`config.mk`:
```
export PLATFORM = sky130hd
export DESIGN_NAME = month_calendar_grid_generator
export DESIGN_NICKNAME = d
export VERILOG_FILES = /design/src/hdl/mcg_pkg.sv /design/src/hdl/month_calendar_grid_generator.sv
export SDC_FILE = /design/constraint.sdc
export NUM_CORES = 1
export LEC_CHECK = 0
export BUFFER_PORTS_ARGS = -buffer_cell sky130_fd_sc_hd__buf_2
export CAP_MARGIN = 10
export CORE_AREA = 2 2 149 151
export DETAILED_ROUTE_END_ITERATION = 10
export DIE_AREA = 0 0 151 153
export PLACE_DENSITY = 0.74
export RECOVER_POWER = 50
export SETUP_SLACK_MARGIN = 0.02
export SYNTH_ARGS = -nofsm -noshare
export SYNTH_HDL_FRONTEND = slang
export SYNTH_SLANG_ARGS = --single-unit
```
`constraint.sdc`:
```
create_clock -name clk -period 9.71 [get_ports clk]
set_clock_uncertainty 0.05 [all_clocks]
set_input_delay 1.4565 -clock clk [delete_from_list [all_inputs] [get_ports clk]]
set_output_delay 1.4565 -clock clk [all_outputs]
set_load 0.005 [all_outputs]
```
`src/hdl/mcg_pkg.sv`:
```
// Shared constants, tables and types for the month calendar grid generator.
package mcg_pkg;

	localparam int unsigned YEAR_W = 14;
	localparam int unsigned MONTH_W = 4;
	localparam int unsigned DAY_W = 5;
	localparam int unsigned WDAY_W = 3;
	localparam int unsigned CELL_W = 6;

	localparam logic [YEAR_W-1:0] YEAR_MAX = 14'd9999;
	localparam logic [MONTH_W-1:0] MONTH_MAX = 4'd12;
	localparam logic [MONTH_W-1:0] MONTH_FEB = 4'd2;
	localparam logic [WDAY_W-1:0] WDAY_SUN = 3'd7;
	localparam logic [WDAY_W-1:0] RSW_RESET = 3'd1;

	// x/25 = (x * 1311) >> 15 for x below 4096
	localparam logic [10:0] DIV25_MUL = 11'd1311;
	localparam int unsigned DIV25_SHIFT = 15;
	// x/7 = (x * 18725) >> 17 for x below 16384
	localparam logic [14:0] DIV7_MUL = 15'd18725;
	localparam int unsigned DIV7_SHIFT = 17;

	localparam logic [CELL_W-1:0] ROWS4_CELLS = 6'd28;
	localparam logic [CELL_W-1:0] ROWS5_CELLS = 6'd35;
	localparam logic [CELL_W-1:0] ROWS6_CELLS = 6'd42;

	typedef struct packed {
		logic                bad;
		logic [DAY_W-1:0]    len;
		logic [WDAY_W-1:0]   fw;
	} mcg_item_t;

	function automatic logic [DAY_W-1:0] month_days(input logic [MONTH_W-1:0] m,
		input logic leap);
		logic [DAY_W-1:0] d;
		case (m)
			4'd2: d = leap ? 5'd29 : 5'd28;
			4'd4, 4'd6, 4'd9, 4'd11: d = 5'd30;
			default: d = 5'd31;
		endcase
		return d;
	endfunction

	// days before the 1st of the month in a common year, modulo 7
	function automatic logic [WDAY_W-1:0] cum_mod7(input logic [MONTH_W-1:0] m);
		logic [WDAY_W-1:0] r;
		case (m)
			4'd2: r = 3'd3;
			4'd3: r = 3'd3;
			4'd4: r = 3'd6;
			4'd5: r = 3'd1;
			4'd6: r = 3'd4;
			4'd7: r = 3'd6;
			4'd8: r = 3'd2;
			4'd9: r = 3'd5;
			4'd10: r = 3'd0;
			4'd11: r = 3'd3;
			4'd12: r = 3'd5;
			default: r = 3'd0;
		endcase
		return r;
	endfunction

endpackage

```
`src/hdl/month_calendar_grid_generator.sv`:
```
// Month calendar grid generator: date pipeline, cell sequencer and output register.
// A request passes the s1, s2, s3 and s4 registers, then the cell sequencer, then the output register.
// Throughput: one cell per cycle while out_stall is low; a request gives 28, 35 or 42 cells
// (1 on bad input), as chosen by the cell sequencer.
// The next request is taken while cells of the previous one are still being sent.
// Reset (arst_n low, asynchronous) empties the pipeline and sets the start weekday to Monday.
module month_calendar_grid_generator (
	input  logic                          clk,
	input  logic                          arst_n,
	input  logic                          cfg_we,
	input  logic [mcg_pkg::WDAY_W-1:0]    cfg_wdata,
	input  logic                          in_valid,
	output logic                          in_stall,
	input  logic [mcg_pkg::YEAR_W-1:0]    year,
	input  logic [mcg_pkg::MONTH_W-1:0]   month,
	output logic                          out_valid,
	input  logic                          out_stall,
	output logic [mcg_pkg::DAY_W-1:0]     cell_day,
	output logic [mcg_pkg::DAY_W-1:0]     month_length,
	output logic [mcg_pkg::WDAY_W-1:0]    first_weekday,
	output logic                          bad_input,
	output logic                          last_cell
);
	import mcg_pkg::*;

	logic [WDAY_W-1:0] rsw_q;

	logic vld_s1, vld_s2, vld_s3, vld_s4;
	logic adv_s1, adv_s2, adv_s3, adv_s4;

	logic [YEAR_W-1:0]  year_s1;
	logic [MONTH_W-1:0] month_s1;

	logic               bad_s2;
	logic [YEAR_W-1:0]  p_s2;
	logic [MONTH_W-1:0] month_s2;
	logic [22:0]        prod_s2;

	logic               bad_s3;
	logic               leap_s3;
	logic [MONTH_W-1:0] month_s3;
	logic [YEAR_W-1:0]  sum_s3;
	logic [27:0]        prod_s3;

	mcg_item_t item_s4;

	logic               gen_busy_q;
	logic [CELL_W-1:0]  cnt_q;
	logic [CELL_W-1:0]  cells_q;
	logic [2:0]         pad_q;
	mcg_item_t          gen_q;

	logic               out_valid_q;
	logic [DAY_W-1:0]   cell_day_q;
	logic [DAY_W-1:0]   len_q;
	logic [WDAY_W-1:0]  fw_q;
	logic               bad_q;
	logic               last_q;

	logic out_load, gen_last, gen_done, gen_take;

	// stage 1 -> 2: range check, y-1, first reciprocal multiply
	logic               bad_c1;
	logic [YEAR_W-1:0]  p_c1;
	logic [22:0]        prod_c1;

	// stage 2 -> 3: century count, leap, base day sum, mod 7 multiply
	logic [7:0]         cen_c2;
	logic [11:0]        q_c2;
	logic [14:0]        sum15_c2;
	logic [YEAR_W-1:0]  sum_c2;
	logic [YEAR_W-1:0]  rem100_c2;
	logic               leap_c2;
	logic [27:0]        prod_c2;

	// stage 3 -> 4: weekday of the 1st and month length
	logic [10:0]        quo_c3;
	logic [YEAR_W-1:0]  r14_c3;
	logic [3:0]         t_c3;
	logic [3:0]         tm_c3;
	logic               leapadj_c3;
	mcg_item_t          item_c3;

	// sequencer load: leading blanks and cell count
	logic [WDAY_W-1:0]  rs_c4;
	logic [3:0]         d_c4;
	logic [2:0]         pad_c4;
	logic [CELL_W-1:0]  ptot_c4;
	logic [CELL_W-1:0]  cells_c4;

	// current cell
	logic [CELL_W-1:0]  rel_c5;
	logic [DAY_W-1:0]   day_c5;

	assign out_load = gen_busy_q && (!out_valid_q || !out_stall);
	assign gen_last = (cnt_q == cells_q - 6'd1);
	assign gen_done = out_load && gen_last;
	assign gen_take = vld_s4 && (!gen_busy_q || gen_done);

	assign adv_s4 = gen_take;
	assign adv_s3 = vld_s3 && (!vld_s4 || adv_s4);
	assign adv_s2 = vld_s2 && (!vld_s3 || adv_s3);
	assign adv_s1 = vld_s1 && (!vld_s2 || adv_s2);
	assign in_stall = vld_s1 && !adv_s1;

	always_comb begin
		bad_c1 = (year_s1 == '0) || (year_s1 > YEAR_MAX) ||
			(month_s1 == '0) || (month_s1 > MONTH_MAX);
		p_c1 = year_s1 - 14'd1;
		prod_c1 = 23'(p_c1[13:2]) * 23'(DIV25_MUL);
	end

	always_comb begin
		cen_c2 = prod_s2[22:DIV25_SHIFT];
		q_c2 = p_s2[13:2];
		sum15_c2 = {1'b0, p_s2} + 15'(q_c2) - 15'(cen_c2) + 15'(cen_c2[7:2]);
		sum_c2 = sum15_c2[13:0];
		rem100_c2 = p_s2 - (14'(cen_c2) * 14'd100);
		leap_c2 = (p_s2[1:0] == 2'b11) && ((rem100_c2 != 14'd99) || (cen_c2[1:0] == 2'b11));
		prod_c2 = 28'(sum_c2) * 28'(DIV7_MUL);
	end

	always_comb begin
		quo_c3 = prod_s3[27:DIV7_SHIFT];
		r14_c3 = sum_s3 - (14'(quo_c3) * 14'd7);
		leapadj_c3 = leap_s3 && (month_s3 > MONTH_FEB);
		t_c3 = 4'(r14_c3[2:0]) + 4'(cum_mod7(month_s3)) + 4'(leapadj_c3);
		tm_c3 = (t_c3 >= 4'd7) ? (t_c3 - 4'd7) : t_c3;
		item_c3.bad = bad_s3;
		item_c3.len = bad_s3 ? '0 : month_days(month_s3, leap_s3);
		item_c3.fw = bad_s3 ? '0 : (tm_c3[2:0] + 3'd1);
	end

	always_comb begin
		rs_c4 = (rsw_q == WDAY_SUN) ? '0 : rsw_q;
		d_c4 = {1'b0, item_s4.fw} + 4'd7 - {1'b0, rs_c4};
		if (d_c4 >= 4'd14) begin
			pad_c4 = '0;
		end else if (d_c4 >= 4'd7) begin
			pad_c4 = 3'(d_c4 - 4'd7);
		end else begin
			pad_c4 = d_c4[2:0];
		end
		ptot_c4 = 6'(pad_c4) + 6'(item_s4.len);
		if (item_s4.bad) begin
			cells_c4 = 6'd1;
		end else if (ptot_c4 <= ROWS4_CELLS) begin
			cells_c4 = ROWS4_CELLS;
		end else if (ptot_c4 <= ROWS5_CELLS) begin
			cells_c4 = ROWS5_CELLS;
		end else begin
			cells_c4 = ROWS6_CELLS;
		end
	end

	always_comb begin
		rel_c5 = cnt_q - 6'(pad_q);
		if (!gen_q.bad && (cnt_q >= 6'(pad_q)) && (rel_c5 < 6'(gen_q.len))) begin
			day_c5 = 5'(rel_c5 + 6'd1);
		end else begin
			day_c5 = '0;
		end
	end

	always_ff @(posedge clk or negedge arst_n) begin
		if (!arst_n) begin
			rsw_q <= RSW_RESET;
			vld_s1 <= 1'b0;
			vld_s2 <= 1'b0;
			vld_s3 <= 1'b0;
			vld_s4 <= 1'b0;
			gen_busy_q <= 1'b0;
			cnt_q <= '0;
			out_valid_q <= 1'b0;
		end else begin
			if (cfg_we) begin
				rsw_q <= cfg_wdata;
			end
			if (!vld_s1 || adv_s1) begin
				vld_s1 <= in_valid;
			end
			if (!vld_s2 || adv_s2) begin
				vld_s2 <= adv_s1;
			end
			if (!vld_s3 || adv_s3) begin
				vld_s3 <= adv_s2;
			end
			if (!vld_s4 || adv_s4) begin
				vld_s4 <= adv_s3;
			end
			if (gen_take) begin
				gen_busy_q <= 1'b1;
				cnt_q <= '0;
			end else if (gen_done) begin
				gen_busy_q <= 1'b0;
			end else if (out_load) begin
				cnt_q <= cnt_q + 6'd1;
			end
			if (out_load) begin
				out_valid_q <= 1'b1;
			end else if (!out_stall) begin
				out_valid_q <= 1'b0;
			end
		end
	end

	always_ff @(posedge clk) begin
		if (in_valid && !in_stall) begin
			year_s1 <= year;
			month_s1 <= month;
		end
		if (adv_s1) begin
			bad_s2 <= bad_c1;
			p_s2 <= p_c1;
			month_s2 <= month_s1;
			prod_s2 <= prod_c1;
		end
		if (adv_s2) begin
			bad_s3 <= bad_s2;
			leap_s3 <= leap_c2;
			month_s3 <= month_s2;
			sum_s3 <= sum_c2;
			prod_s3 <= prod_c2;
		end
		if (adv_s3) begin
			item_s4 <= item_c3;
		end
		if (gen_take) begin
			gen_q <= item_s4;
			pad_q <= item_s4.bad ? 3'd0 : pad_c4;
			cells_q <= cells_c4;
		end
		if (out_load) begin
			cell_day_q <= day_c5;
			len_q <= gen_q.len;
			fw_q <= gen_q.fw;
			bad_q <= gen_q.bad;
			last_q <= gen_last;
		end
	end

	assign out_valid = out_valid_q;
	assign cell_day = cell_day_q;
	assign month_length = len_q;
	assign first_weekday = fw_q;
	assign bad_input = bad_q;
	assign last_cell = last_q;

	a_cnt_in_range: assert property (@(posedge clk) disable iff (!arst_n)
		gen_busy_q |-> (cnt_q < cells_q))
		else $error("cell counter beyond cell count");

	a_good_fields: assert property (@(posedge clk) disable iff (!arst_n)
		(out_valid && !bad_input) |-> (first_weekday != 3'd0 && month_length >= 5'd28))
		else $error("valid request with empty weekday or short month");

	a_bad_single: assert property (@(posedge clk) disable iff (!arst_n)
		(out_valid && bad_input) |-> (last_cell && cell_day == 5'd0 && month_length == 5'd0))
		else $error("bad request not a single blank word");

	a_no_gap: assert property (@(posedge clk) disable iff (!arst_n)
		(out_valid && !out_stall && !last_cell) |=> out_valid)
		else $error("gap inside a month grid");

	a_day_bound: assert property (@(posedge clk) disable iff (!arst_n)
		out_valid |-> (cell_day <= month_length))
		else $error("day number beyond month length");

endmodule

```
==> results.toml <==
[status]
status = "finished, final reports clean"

[power_and_ir_drop]
power.ir.vdd_worst_uv = 330
pwr-share-seq_pct = 17.9
power_density_nw_per_um2 = 294
combPwrFrac_pct = 72.1
p_int_mw = 2.03
p_sw_share_pct = 45.0
leakage_nw = 6.12
switchingPower_mw = 1.66
clkPwrFrac_pct = 10.1

[clocking]
cts_setup_buffers = 0
cts_resized = 0
clk_latency_ps = 360
clockBufferDepth = 2
cts_buffers = 9
cts_tree = "done"
cts.htree.levels = 3
root_buffer = "clkbuf_16"
cts_sinks = 109
path_clk_slew_ps = 90
cts_hold_buffers = 0

[global_route]
grt_pass1_vias = 7994
grt_remaining_overflow = 0
grt_util_met1_pct = 25.0
antenna_found_initial = 0
grt_use_total_pct = 19.5
grt_use_met2_pct = 35.6
top_usage_layer = "met2"
grt_pass1_wl_mm = 36.5
grt_max_degree = 28
grt.met3_usage_pct = 2.57

[synthesis]
ys_warn_count = 0
async_flop_share_pct = 13.8
avgSynthCellArea_sq_um = 10.5
synth_cell_types = 67
synthCells = 1111
yosys.area.top_type_share_pct = 24.7
syn_nets = 1463
synth_seq_cells = 109
yosysSeqAreaShare_pct = 27.1
synth_edf_count = 91
yosysTopAreaCell = "ha_1"
synth_most_common_cell = "inv_1"
synth_area_sq_um = 11700
synthTopCellsByArea = "ha_1 25%, edfxtp_1 23%, fa_1 16%"
synth_common_cells = "249 x inv_1, 231 x ha_1, 95 x fa_1, 91 x edfxtp_1, 57 x xnor2_1"
ys.flop_type = "edfxtp_1"

[placement]
routabilityCongestion = 0.806
place_hpwl_mm = 17.6
io_buffers = 42

[critical_path]
critPathRequiredTime_ps = 9770
worstSetupPathType = "flop to flop"
critPathMaxStageDelay_ps = 540
critical_path.max_fanout = 4
arrival_ps = 7670
crit_path_frequent_cell = "fa_1"
cp-start-kind = "flop"
critPathCaptureType = "flop"
cp_slowest_cell = "fa_1"

[floorplanning]
fp.dieH_um = 153
core-area_sq_um = 21500
die_area_sq_um = 23100
initial_utilization_pct = 54.5
die_x_um = 151
io_pins = 43
row_count = 54

[timing]
layout_min_cycle_time_ps = 7620
slew_violations = 0
timing.hold.ws_ps = 358
worstMarginPinSlew_ps = 1130
slew-limit-headroom_pct = 24.4
fin_setup_tns_ps = 0
setup_viol = 0
fmax_mhz = 131
rsz0062_at_grt = "no"
fin_crit_sh_pct = 78.4
hold_violations = 0

[layout]
antenna_cells = 0
n_fill_cell = 1835
fin_nets = 1514
drive_gt1_share_pct = 5.57
final_core_util_pct = 58.2
area_delta_synth_final_pct = 6.86

[routing]
finalWirelength_mm = 20.7
wl_per_cell_um = 14.3
drtIter0Drc = 315
drc = 0
routed_via_density = 5.27
drtPass1Iterations = 5
ant_nets = 0
vias = 7629

[flow_run]
cap_violations = 0

[hold_path]
holdCritPathClass = "flop to flop"
==> worst max-delay path, delay by kind of cell, from the launching register on <==
| kind | cells | cell delay (ps) |
|---|---|---|
| buf+inv | 7 | 360 |
| xor+xnor | 2 | 350 |
| compound gates | 6 | 1170 |
| fa+ha+maj | 11 | 4350 |
| simple gates | 6 | 620 |
| flops | 1 | 480 |
==> flip-flops by register name, indices dropped and copies added, names as in the netlist, 4 cells and up, named ones only <==
signal and count:
month_s3 4, cell_day 5, prod_s2 8, cnt_q 6, year_s1 14, cells_q 4
month_s2 4, p_s2 14, month_s1 4, item_s4 7, gen_q 7
==> through the flow <==
stage                     instances  power, mW  worst slack (ps)  cell area, sq um
final                          1447       3.68              2090             12500
after floorplan                1111       2.76              2470             11700
after global placement         1431       3.20              2240             12300
after global routing           1447       4.21              1460             12500
after detailed placement       1431       3.33              2060             12300
after CTS                      1447       3.73              2080             12600
==> power by group through the flow <==
stage	combinational, mW	sequential [mW]	clock (mW)
global placement	2.53	0.666	0
global route	3.15	0.664	0.395
finish	2.65	0.658	0.371
floorplan	2.11	0.652	0
detailed placement	2.66	0.668	0
CTS	2.69	0.658	0.379
==> cell type report <==
cell class                 count  area [sq um]  share of cell area [%]
sequential                   109          3170                    25.3
multi-input combinational    744          7520                    60.1
inverter                     251           942                    7.53
clock buffer                   9           225                    1.80
tap                          280           350                    2.80
timing repair buffer          47           221                    1.77
clock inverter                 7          90.1                   0.720
==> logic make-up (layout without fill, tap and decap cells) <==
family | after synthesis | count (layout) | synth area share [%]
XOR/XNOR | 80 | 80 | 6.14
flip-flops | 109 | 109 | 27.1
AO/OA/AOI/OAI | 138 | 138 | 7.80
adder cells (fa/ha/maj) | 326 | 326 | 40.9
multiplexers | 15 | 15 | 1.47
AND/OR/NAND/NOR | 185 | 185 | 8.08
buffers and inverters | 258 | 314 | 8.53
==> per-layer routing <==
layer  vias to the layer above  routed length, um
li1                       3794                  -
met1                      3712               9370
met2                       107              10700
met3                        16                468
met4                         0                210
met5                         -                  0
==> layout by cell type (no fill, tap or decap), types with 9 or more instances in the layout <==
cell type and n:
a21o_1 17, nor2_1 46, clkbuf_16 9, o21a_1 9, inv_1 249, ha_1 231, xor2_1 22, nand2b_1 9
nor2b_1 22, clkbuf_1 15, o21ai_0 20, edfxtp_1 91, a21oi_1 40, nand2_1 36, xnor2_1 57, buf_2 30
dfrtp_1 14, nand3_1 16, fa_1 95, nor3_1 20
==> path summary, 6_finish.rpt <==
kind / from / endpoint / slack, ps / cells past startpoint
setup / recovery: p_s2[3]$_DFFE_PP_ / prod_s3[19]$_DFFE_PP_ / 2090 / 32
max in group asynchronous: arst_n / rsw_q[2]$_DFFE_PN0P_ / 7910 / 1
setup reg to reg: p_s2[3]$_DFFE_PP_ / prod_s3[19]$_DFFE_PP_ / 2090 / 32
min in group asynchronous: arst_n / out_valid$_DFFE_PN0P_ / 1140 / 1
hold reg to reg: bad_s2$_DFFE_PP_ / bad_s3$_DFFE_PP_ / 360 / 0
hold / removal: bad_s2$_DFFE_PP_ / bad_s3$_DFFE_PP_ / 360 / 0
(Power assumes the default switching activity.)
